<file path="config.mk">
export PLATFORM = sky130hd
export DESIGN_NAME = fan_hysteresis_ramp_control_unit
export DESIGN_NICKNAME = d
export VERILOG_FILES = /design/src/hdl/fhrc_pkg.sv /design/src/hdl/fhrc_div.sv /design/src/hdl/fan_hysteresis_ramp_control_unit.sv
export SDC_FILE = /design/constraint.sdc
export NUM_CORES = 1
export LEC_CHECK = 0
export BUFFER_PORTS_ARGS = -buffer_cell sky130_fd_sc_hd__buf_2
export CAP_MARGIN = 15
export CORE_MARGIN = 2
export CORE_UTILIZATION = 55
export DETAILED_ROUTE_END_ITERATION = 12
export MAX_ROUTING_LAYER = met4
export PLACE_DENSITY = 0.74
export SYNTH_ARGS = -nofsm -noshare
export SYNTH_HDL_FRONTEND = slang
export SYNTH_SLANG_ARGS = --single-unit
</file>
<file path="constraint.sdc">
create_clock -name clk -period 8.2 [get_ports clk]
set_clock_uncertainty 0.05 [all_clocks]
set_input_delay 1.23 -clock clk [delete_from_list [all_inputs] [get_ports clk]]
set_output_delay 1.23 -clock clk [all_outputs]
set_load 0.05 [all_outputs]
</file>
<file path="src/hdl/fhrc_pkg.sv">
// Shared widths, register index codes, divider beat types and the duty
// conversion for the fan hysteresis ramp control unit.
// No dependencies; every other file in hdl uses it by scoped names.
`default_nettype none

package fhrc_pkg;

	localparam int TEMP_W    = 8;
	localparam int PCT_W     = 7;
	localparam int DUTY_W    = 8;
	localparam int CFG_IDX_W = 2;
	localparam int CFG_DAT_W = 8;

	// ramp product: (t - on) up to 254 times |100 - min| up to 100
	localparam int DVD_W     = 15;
	localparam int DSR_W     = 8;
	localparam int DIV_CNT_W = 4;

	localparam logic [PCT_W-1:0] PCT_FULL = 7'd100;

	localparam logic signed [TEMP_W-1:0] ON_TEMP_RST  = 8'sd45;
	localparam logic signed [TEMP_W-1:0] OFF_TEMP_RST = 8'sd40;
	localparam logic signed [TEMP_W-1:0] MAX_TEMP_RST = 8'sd70;
	localparam logic [PCT_W-1:0]         MIN_PCT_RST  = 7'd30;

	typedef enum logic [CFG_IDX_W-1:0] {
		REG_ON_TEMP  = 2'd0,
		REG_OFF_TEMP = 2'd1,
		REG_MAX_TEMP = 2'd2,
		REG_MIN_PCT  = 2'd3
	} reg_idx_t;

	typedef struct packed {
		logic             start;
		logic [DVD_W-1:0] dividend;
		logic [DSR_W-1:0] divisor;
	} div_req_t;

	typedef struct packed {
		logic             done;
		logic [DVD_W-1:0] quotient;
	} div_rsp_t;

	// p * 255 / 100 truncated, for p in 0..100; the divide by 100 is a
	// multiply by 5243 / 2^19, exact over this range
	function automatic logic [DUTY_W-1:0] duty_of(input logic [PCT_W-1:0] p);
		logic [14:0] x;
		logic [27:0] y;
		x = ({8'd0, p} << 8) - {8'd0, p};
		y = {13'd0, x} * 28'd5243;
		return y[26:19];
	endfunction

endpackage

`default_nettype wire

</file>
<file path="src/hdl/fhrc_div.sv">
// Bit-serial restoring divider: one quotient bit per cycle.
// Depends on fhrc_pkg for widths and the request and response beat types.
`default_nettype none

module fhrc_div (
	input  wire logic              clk,
	input  wire logic              arst_n,
	input  wire fhrc_pkg::div_req_t req,
	output fhrc_pkg::div_rsp_t     rsp
);

	logic [fhrc_pkg::DVD_W-1:0]     dvd_q;
	logic [fhrc_pkg::DSR_W-1:0]     dsr_q;
	logic [fhrc_pkg::DSR_W-1:0]     rem_q;
	logic [fhrc_pkg::DIV_CNT_W-1:0] cnt_q;
	logic                           busy_q;
	logic                           done_q;

	logic [fhrc_pkg::DSR_W:0] shifted;
	logic [fhrc_pkg::DSR_W:0] trial;
	logic                     fits;

	assign shifted = {rem_q, dvd_q[fhrc_pkg::DVD_W-1]};
	assign trial   = shifted - {1'b0, dsr_q};
	assign fits    = shifted >= {1'b0, dsr_q};

	always_ff @(posedge clk or negedge arst_n) begin
		if (!arst_n) begin
			busy_q <= 1'b0;
			done_q <= 1'b0;
			cnt_q  <= '0;
		end else if (req.start) begin
			busy_q <= 1'b1;
			done_q <= 1'b0;
			cnt_q  <= '0;
		end else if (busy_q) begin
			cnt_q <= cnt_q + 1'b1;
			if (cnt_q == fhrc_pkg::DIV_CNT_W'(fhrc_pkg::DVD_W - 1)) begin
				busy_q <= 1'b0;
				done_q <= 1'b1;
			end
		end else begin
			done_q <= 1'b0;
		end
	end

	// datapath: dividend shifts out at the top, quotient bits enter at the bottom
	always_ff @(posedge clk) begin
		if (req.start) begin
			dvd_q <= req.dividend;
			dsr_q <= req.divisor;
			rem_q <= '0;
		end else if (busy_q) begin
			dvd_q <= {dvd_q[fhrc_pkg::DVD_W-2:0], fits};
			rem_q <= fits ? trial[fhrc_pkg::DSR_W-1:0] : shifted[fhrc_pkg::DSR_W-1:0];
		end
	end

	assign rsp.done     = done_q;
	assign rsp.quotient = dvd_q;

endmodule

`default_nettype wire

</file>
<file path="src/hdl/fan_hysteresis_ramp_control_unit.sv">
// Fan hysteresis ramp control: one temperature beat in, one percent/duty beat out.
// An accepted beat passes decide and output when no ramp division is needed, and decide,
// multiply, the 15-step bit-serial divider and output when the ramp interpolates. Intake
// reopens only after the output state; an output stall holds the unit in that state.
// Reset (async, active low): fan off, thresholds 45/40/70 C, minimum 30 percent.
// Depends on fhrc_pkg and fhrc_div.
`default_nettype none

module fan_hysteresis_ramp_control_unit (
	input  wire logic                               clk,
	input  wire logic                               arst_n,
	// temperature beats
	input  wire logic                               in_valid,
	output logic                                    in_stall,
	input  wire logic signed [fhrc_pkg::TEMP_W-1:0] temperature,
	// result beats
	output logic                                    out_valid,
	input  wire logic                               out_stall,
	output logic [fhrc_pkg::PCT_W-1:0]              fan_percent,
	output logic [fhrc_pkg::DUTY_W-1:0]             pwm_duty,
	// register writes
	input  wire logic                               cfg_valid,
	output logic                                    cfg_ready,
	input  wire logic [fhrc_pkg::CFG_IDX_W-1:0]     cfg_index,
	input  wire logic [fhrc_pkg::CFG_DAT_W-1:0]     cfg_data
);

	typedef enum logic [2:0] {
		ST_IDLE,
		ST_DECIDE,
		ST_MUL,
		ST_DIV,
		ST_OUT
	} state_t;

	state_t state_q;

	// configuration registers
	logic signed [fhrc_pkg::TEMP_W-1:0] on_q;
	logic signed [fhrc_pkg::TEMP_W-1:0] off_q;
	logic signed [fhrc_pkg::TEMP_W-1:0] max_q;
	logic [fhrc_pkg::PCT_W-1:0]         min_q;

	// fan state and output registers
	logic [fhrc_pkg::PCT_W-1:0]  cur_q;
	logic                        out_valid_q;
	logic [fhrc_pkg::PCT_W-1:0]  fan_percent_q;
	logic [fhrc_pkg::DUTY_W-1:0] pwm_duty_q;

	// per-item working registers
	logic signed [fhrc_pkg::TEMP_W-1:0] t_q;
	logic [fhrc_pkg::DSR_W-1:0]         diff_q;
	logic [fhrc_pkg::DSR_W-1:0]         span_q;
	logic [fhrc_pkg::PCT_W-1:0]         mag_q;
	logic                               neg_q;

	fhrc_pkg::div_req_t div_req;
	fhrc_pkg::div_rsp_t div_rsp;

	// ---------------------------------------------------------------
	// Handshakes. The input side opens only when no item is in flight;
	// the output register decouples a stalled consumer from intake.
	// ---------------------------------------------------------------
	assign in_stall    = (state_q != ST_IDLE);
	assign cfg_ready   = 1'b1;
	assign out_valid   = out_valid_q;
	assign fan_percent = fan_percent_q;
	assign pwm_duty    = pwm_duty_q;

	logic in_beat;
	logic out_free;
	assign in_beat  = in_valid && !in_stall;
	assign out_free = !out_valid_q || !out_stall;

	// ---------------------------------------------------------------
	// Register writes: indexes beyond the list do not exist on a 2-bit port.
	// ---------------------------------------------------------------
	always_ff @(posedge clk or negedge arst_n) begin
		if (!arst_n) begin
			on_q  <= fhrc_pkg::ON_TEMP_RST;
			off_q <= fhrc_pkg::OFF_TEMP_RST;
			max_q <= fhrc_pkg::MAX_TEMP_RST;
			min_q <= fhrc_pkg::MIN_PCT_RST;
		end else if (cfg_valid && cfg_ready) begin
			unique case (fhrc_pkg::reg_idx_t'(cfg_index))
				fhrc_pkg::REG_ON_TEMP:  on_q  <= $signed(cfg_data);
				fhrc_pkg::REG_OFF_TEMP: off_q <= $signed(cfg_data);
				fhrc_pkg::REG_MAX_TEMP: max_q <= $signed(cfg_data);
				fhrc_pkg::REG_MIN_PCT:  min_q <= cfg_data[fhrc_pkg::PCT_W-1:0];
				default: ;
			endcase
		end
	end

	// ---------------------------------------------------------------
	// Decision terms, all from the latched sample and the registers.
	// ---------------------------------------------------------------
	logic                               t_lt_on;
	logic                               t_le_on;
	logic                               t_le_off;
	logic                               t_ge_max;
	logic signed [fhrc_pkg::TEMP_W:0]   diff_w;
	logic signed [fhrc_pkg::TEMP_W:0]   span_w;
	logic signed [fhrc_pkg::PCT_W:0]    span_p_w;
	logic [fhrc_pkg::PCT_W-1:0]         min_clamped;

	assign t_lt_on  = t_q <  on_q;
	assign t_le_on  = t_q <= on_q;
	assign t_le_off = t_q <= off_q;
	assign t_ge_max = t_q >= max_q;

	// on the ramp path on < t < max, so both spans are positive and fit 8 bits
	assign diff_w   = {t_q[fhrc_pkg::TEMP_W-1], t_q} - {on_q[fhrc_pkg::TEMP_W-1], on_q};
	assign span_w   = {max_q[fhrc_pkg::TEMP_W-1], max_q} - {on_q[fhrc_pkg::TEMP_W-1], on_q};
	// percent span runs from -27 to 100: a minimum above 100 makes the ramp fall
	assign span_p_w = $signed({1'b0, fhrc_pkg::PCT_FULL}) - $signed({1'b0, min_q});

	assign min_clamped = (min_q > fhrc_pkg::PCT_FULL) ? fhrc_pkg::PCT_FULL : min_q;

	// ---------------------------------------------------------------
	// Ramp end: min plus the signed quotient, then clamp to 0..100.
	// The quotient stays below |100 - min|, so its low bits carry it whole.
	// ---------------------------------------------------------------
	logic [fhrc_pkg::PCT_W-1:0]      quo_w;
	logic signed [fhrc_pkg::PCT_W+1:0] sum_w;
	logic [fhrc_pkg::PCT_W-1:0]      ramp_pct;

	assign quo_w = div_rsp.quotient[fhrc_pkg::PCT_W-1:0];
	assign sum_w = neg_q ? ($signed({2'b00, min_q}) - $signed({2'b00, quo_w}))
	                     : ($signed({2'b00, min_q}) + $signed({2'b00, quo_w}));

	always_comb begin
		priority if (sum_w < 0) begin
			ramp_pct = '0;
		end else if (sum_w > $signed({2'b00, fhrc_pkg::PCT_FULL})) begin
			ramp_pct = fhrc_pkg::PCT_FULL;
		end else begin
			ramp_pct = sum_w[fhrc_pkg::PCT_W-1:0];
		end
	end

	// ---------------------------------------------------------------
	// Divider request: the multiply feeds the divider's load register.
	// ---------------------------------------------------------------
	assign div_req.start    = (state_q == ST_MUL);
	assign div_req.dividend = {{(fhrc_pkg::DVD_W-fhrc_pkg::DSR_W){1'b0}}, diff_q}
	                        * {{(fhrc_pkg::DVD_W-fhrc_pkg::PCT_W){1'b0}}, mag_q};
	assign div_req.divisor  = span_q;

	fhrc_div u_div (
		.clk    (clk),
		.arst_n (arst_n),
		.req    (div_req),
		.rsp    (div_rsp)
	);

	// ---------------------------------------------------------------
	// Sequencer: state, fan percent and the output register.
	// ---------------------------------------------------------------
	always_ff @(posedge clk or negedge arst_n) begin
		if (!arst_n) begin
			state_q       <= ST_IDLE;
			cur_q         <= '0;
			out_valid_q   <= 1'b0;
			fan_percent_q <= '0;
			pwm_duty_q    <= '0;
		end else begin
			// drop the result once the consumer takes it, unless a new one replaces it
			if (out_valid_q && !out_stall && state_q != ST_OUT) begin
				out_valid_q <= 1'b0;
			end
			unique case (state_q)
				ST_IDLE: begin
					if (in_beat) begin
						state_q <= ST_DECIDE;
					end
				end
				ST_DECIDE: begin
					priority if (cur_q == '0 && t_lt_on) begin
						// stopped fan stays stopped below the on threshold
						state_q <= ST_OUT;
					end else if (cur_q != '0 && t_le_off) begin
						cur_q   <= '0;
						state_q <= ST_OUT;
					end else if (t_le_on) begin
						cur_q   <= min_clamped;
						state_q <= ST_OUT;
					end else if (t_ge_max) begin
						// also covers a max threshold at or below the on threshold
						cur_q   <= fhrc_pkg::PCT_FULL;
						state_q <= ST_OUT;
					end else begin
						state_q <= ST_MUL;
					end
				end
				ST_MUL: begin
					state_q <= ST_DIV;
				end
				ST_DIV: begin
					if (div_rsp.done) begin
						cur_q   <= ramp_pct;
						state_q <= ST_OUT;
					end
				end
				ST_OUT: begin
					// hold until the output register is free
					if (out_free) begin
						out_valid_q   <= 1'b1;
						fan_percent_q <= cur_q;
						pwm_duty_q    <= fhrc_pkg::duty_of(cur_q);
						state_q       <= ST_IDLE;
					end else begin
						out_valid_q   <= 1'b1;
					end
				end
				default: begin
					state_q <= ST_IDLE;
				end
			endcase
		end
	end

	// working registers: sample on accept, ramp operands on the way to the divider
	always_ff @(posedge clk) begin
		if (in_beat) begin
			t_q <= temperature;
		end
		if (state_q == ST_DECIDE) begin
			diff_q <= diff_w[fhrc_pkg::DSR_W-1:0];
			span_q <= span_w[fhrc_pkg::DSR_W-1:0];
			neg_q  <= span_p_w[fhrc_pkg::PCT_W];
			mag_q  <= span_p_w[fhrc_pkg::PCT_W]
			          ? fhrc_pkg::PCT_W'(-span_p_w)
			          : span_p_w[fhrc_pkg::PCT_W-1:0];
		end
	end

`ifndef SYNTHESIS
	// the divider only finishes while the sequencer waits for it
	a_div_done_in_div: assert property (@(posedge clk) disable iff (!arst_n)
		div_rsp.done |-> state_q == ST_DIV)
		else $error("divider finished outside the divide state");

	// an accepted beat closes intake on the next cycle
	a_one_in_flight: assert property (@(posedge clk) disable iff (!arst_n)
		in_beat |=> in_stall)
		else $error("second item taken while one is in flight");

	// a fresh result carries the stored fan state, never above full speed
	a_result_matches_state: assert property (@(posedge clk) disable iff (!arst_n)
		(state_q == ST_OUT && out_free) |=>
			(out_valid && fan_percent == cur_q && cur_q <= fhrc_pkg::PCT_FULL))
		else $error("result does not match the stored fan percent");
`endif

endmodule

`default_nettype wire

</file>
-- After elaboration in Yosys (flattened, before gate mapping)
Index checks and enable logic that the tools add are counted.
- add/sub/neg operators: 9
- multiply operators: 2
- order comparisons: 8
- equality and inequality tests: 15
- mux-type cells: 32
- reduce and logical (&&, ||, !) cells: 24
- operators with widths (operator ; number):
    $mux W7 ; 9
    $mux W15 ; 2
    $mul A15 B13 Y27 const B ; 1
    $sub A8 B8 Y8 ; 3
    $mux W3 ; 7
    $le A8 B8 Y1 ; 2
    $mul A8 B7 Y15 ; 1
    $pmux W3 S5 ; 1
    $sub A15 B7 Y15 ; 1
    $pmux W7 S2 ; 1
    $reduce_and A2 Y1 ; 5
    $ge A9 B8 Y1 ; 1
    $gt A9 B8 Y1 const B ; 1
    $lt A9 B1 Y1 const B ; 1
    $mux W9 ; 1
    $add A7 B7 Y8 ; 1
    $ge A8 B8 Y1 ; 1
    $lt A8 B8 Y1 ; 1
    $mux W1 ; 8
    $mux W4 ; 2
    $mux W8 ; 1
    $sub A7 B7 Y8 ; 1
    $sub A7 B7 Y8 const A ; 1
    $gt A7 B7 Y1 const B ; 1
    23 further kinds ; 36
- flip-flop bits (word level): 126
- input bits: 23
- logic and storage cells: 110

-- Longest topological paths before layout
- word-level depth: 7
- gate-level depth with buffers: 26
- depth with buffers taken out: 25

-- Hierarchy
A second synthesis with hierarchy kept.
- cells, all modules: 1251
- area total of the unflattened synthesis: 12445.7 um^2
- modules (own cells, without submodules) (module ; instances ; cells each ; area an instance (um^2)):
    fan_hysteresis_ramp_control_unit ; 1 ; 1072 ; 10468.8
    fhrc_div ; 1 ; 179 ; 1976.9

-- Worst setup path before layout
OpenSTA, ideal clock, no wires.
- path type: reg2reg
- start point: register cur_q[0] (netlist name)
- end point: register pwm_duty_q (netlist bit pwm_duty[7])
- library setup time: 0.131 ns
- arrival: 6.472 ns
- required time: 8.019 ns
- setup slack: 1.548 ns
- cell stages (with the launch flop): 24
- path buffers: 1
- period minus slack after synthesis: 6.652 ns
- cells stage by stage: dfrtp_1 clkbuf_1 inv_1 ha_1 nor3b_2 nand2b_1 o21ai_0 inv_1 a21oi_1 fa_1 ha_1 fa_1 inv_1 fa_1 fa_1 inv_1 ha_1 o311a_1 a221o_1 a31o_2 a211oi_2 o31ai_1 xnor2_1 o21ai_1
- longest elaborated chain between the ends: 2
- RTL lines (item ; line ; RTL):
    from (decl) ; fan_hysteresis_ramp_control_unit.sv:45 ; logic [fhrc_pkg::PCT_W-1:0] cur_q;
    from (signal assigned) ; fan_hysteresis_ramp_control_unit.sv:186 ; cur_q <= min_clamped;
    from (signal assigned) ; fan_hysteresis_ramp_control_unit.sv:190 ; cur_q <= fhrc_pkg::PCT_FULL;
    from (signal assigned) ; fan_hysteresis_ramp_control_unit.sv:201 ; cur_q <= ramp_pct;
    $sub A15 B7 Y15 ; fhrc_pkg.sv:49 ; x = ({8'd0, p} << 8) - {8'd0, p};
    $mul A15 B13 Y27 ; fhrc_pkg.sv:50 ; y = {13'd0, x} * 28'd5243;
    to (signal assigned) ; fan_hysteresis_ramp_control_unit.sv:210 ; pwm_duty_q <= fhrc_pkg::duty_of(cur_q);
    to (decl) ; fan_hysteresis_ramp_control_unit.sv:48 ; logic [fhrc_pkg::DUTY_W-1:0] pwm_duty_q;
No other way between the ends.
A chain may end at the register's enable or synchronous reset.

-- Final worst setup path
- start point: register cur_q[0] (netlist name)
- end point: register pwm_duty_q (netlist bit pwm_duty[0])
Same word-level chain as after synthesis.

==> results by group <==
Outcome
  • Status: complete, no violations

STA
  • Minimum clock period: 7.452 ns
  • RSZ-0062 raised after global routing: false
  • Final setup vio count: 0
  • Final Hold Fails: 0
  • Max-slew headroom: 25.91%
  • Setup tns final: 0 ns
  • Achievable Freq: 134.2 MHz
  • Max Slew Vio Count: 0
  • Fin crit share: 90.88%
  • Slew @ Worst Pin: 1.106 ns

Cells and area
  • Share of cells above drive strength 1: 10.84%
  • N_diodes: 0
  • Layout net count: 1589
  • Final Util: 60.98%
  • Final Non-Filler Cells: 1572
  • Area delta synth->final: 8.646%
  • Most frequent cells in the layout: inv_1 (235), ha_1 (187), nand2_1 (100), fa_1 (100), o21ai_0 (65)
  • Commonest non-fill, non-tap cell in the layout: inv_1

Clocking
  • Hold buffer count at cts: 0
  • CTS clk-pin slew, worst paths: 0.07 ns
  • TritonCTS Buffers: 17
  • CTS root buf: clkbuf_16
  • # resized after CTS: 0
  • Sink Count: 126
  • CTS tree: built
  • Clock Path Buffers: 2
  • Clk_lat worst skew: 0.43 ns
  • Setup Buffers After CTS: 0
  • H-tree levels: 4

Placement
  • Routability cong.: 0.8887
  • HPWL Detailed: 20730 µm
  • Buffers on Ports: 39
  • Post-Place Cells: 1540

Yosys
  • Cells after Synth: 1236
  • Avg Cell Area, Syn: 9.941 µm²
  • Top FF cell, synth: edfxtp_1
  • Yosys cell types: 71
  • Number of synthesized flops with an enable pin: 55
  • YS warnings: 0
  • Mapped Area: 0.01229 mm²
  • Leading area contributor after synthesis: ha_1
  • Number of synthesized register bits: 126
  • Area share of the largest cell type after synthesis: 19.04%
  • Syn nets: 1546
  • Ys async rst share: 50.00%
  • Register area share after synthesis: 27.71%
  • Synth area leaders: ha_1 (19%), fa_1 (16%), edfxtp_1 (13%)

Die
  • Die Wd: 153.5 µm
  • Core ar.: 0.02189 mm²
  • Initial Utilization: 56.13%
  • # IOs: 41
  • Die ar.: 0.02355 mm²
  • Die Span Y: 153.5 µm
  • Rows: 54

Worst setup path
  • Setup crit start kind: flop
  • Critical path type: reg -> reg
  • Required time of the critical path: 8.43 ns
  • Worst setup EP type: flop
  • Crit path DAT: 7.68 ns
  • Critical path peak fanout: 12

Global route
  • Gr busiest metal: met2
  • Total GRT Usage: 24.29%
  • Vias in the first global route: 8934
  • Gr ovfl total: 0
  • Initial antenna violation count: 0
  • Met2 Use GR: 37.71%
  • M3 GR Usage: 3.005%
  • M1 GR Usage: 34.04%
  • First-pass GRT wire length: 44270 µm
  • Largest net degree at the start of global routing: 64

Run
  • Max-cap violation count: 0

Drt
  • Routed WL: 25880 µm
  • # DRC: 0
  • Via count: 8713
  • Avg WL per Cell: 16.47 µm
  • Drt pass-1 iters: 4
  • Initial DRC count: 477
  • Antenna-violating nets left: 0
  • Via/cell ratio: 5.543

Min path
  • Hold WC Path Type: reg -> reg
## cells by family after synthesis
kind of cell	share of synthesized area [%]
simple gates	10.18
flops	27.71
other cells	0.03052
fa+ha+maj	35.34
compound gates	10.90
mux	3.666
xor+xnor	4.206
buf+inv	7.974
## synth_stat cells (7+ instances only)
| cell type | n |
|---|---|
| a21o_1 | 19 |
| edfxtp_1 | 55 |
| inv_1 | 235 |
| fa_1 | 100 |
| o21bai_1 | 7 |
| dfxtp_1 | 8 |
| o31ai_1 | 10 |
| a21oi_1 | 54 |
| mux2i_1 | 9 |
| nand2b_1 | 15 |
| xnor2_1 | 37 |
| and2_1 | 25 |
| o21ai_0 | 65 |
| nor2b_1 | 9 |
| mux2_2 | 32 |
| xor2_1 | 22 |
| nor2_1 | 41 |
| dfrtp_1 | 50 |
| a31oi_1 | 12 |
| dfstp_2 | 13 |
| nand2_1 | 100 |
| nand4_1 | 9 |
| nand3_1 | 19 |
| clkbuf_1 | 14 |
| ha_1 | 187 |
## worst max-delay path: stages (launching register included)
cell	delay (ns)
dfrtp_1	0.54
inv_1	0.24
ha_1	0.21
nor3b_2	0.34
nand2b_1	0.12
o21ai_0	0.50
inv_1	0.35
a21oi_1	0.67
ha_1	0.40
fa_1	0.55
fa_1	0.43
ha_1	0.30
inv_1	0.06
fa_1	0.53
inv_1	0.04
ha_1	0.19
or4_1	0.46
a21oi_1	0.11
o21ai_0	0.23
a31oi_1	0.41
o21ai_1	0.15
a21oi_1	0.20
xor2_1	0.17
o21ai_1	0.07
## path summary, 6_finish.rpt
kind	startpoint	to	slack (ns)	cells past startpoint
setup / recovery	cur_q[0]	pwm_duty[0]	0.75	23
max in group asynchronous	arst_n	out_valid	6.60	2
setup reg to reg	cur_q[0]	pwm_duty[0]	0.75	23
hold / removal	pwm_duty[3]	pwm_duty[3]	0.43	2
min in group asynchronous	arst_n	fan_percent[6]	0.93	2
hold reg to reg	pwm_duty[3]	pwm_duty[3]	0.43	2
## layout make-up
type,instances,area [µm²]
fillers,1865,8542
flip-flops and latches,126,3405
clock buffers,17,425.4
repair buffers,44,232.7
inverters,235,882.1
well taps,280,350.3
multi-input cells,855,7905
clock inverters,15,148.9
## layer usage
metal	wire, µm	vias to the layer above
met1	12320	4259
met3	1053	39
met4	437	0
met2	12080	193
met5	0	-
li1	-	4222
## state kept, by name (all words and copies together), names as in the netlist, 8 cells and up
| name | flops |
|---|---|
| u_div.dvd_q | 15 |
| diff_q | 8 |
| max_q | 8 |
| off_q | 8 |
| on_q | 8 |
| pwm_duty | 8 |
| span_q | 8 |
| t_q | 8 |
| u_div.dsr_q | 8 |
| u_div.rem_q | 8 |
## through the flow
stage | setup slack, ns | hold WS, ns | cell area, µm²
after floorplan | 1.548 | 0.3503 | 12290
after global placement | 1.076 | 0.4093 | 12770
after detailed placement | 0.8541 | 0.4153 | 12770
after CTS | 0.8324 | 0.4302 | 13350
after global routing | 0.2611 | 0.4582 | 13350
final | 0.7479 | 0.4260 | 13350
Power is left out: the tool's default activity adds up to more than one toggle a clock period on the data nets, which glitch-free logic cannot reach.
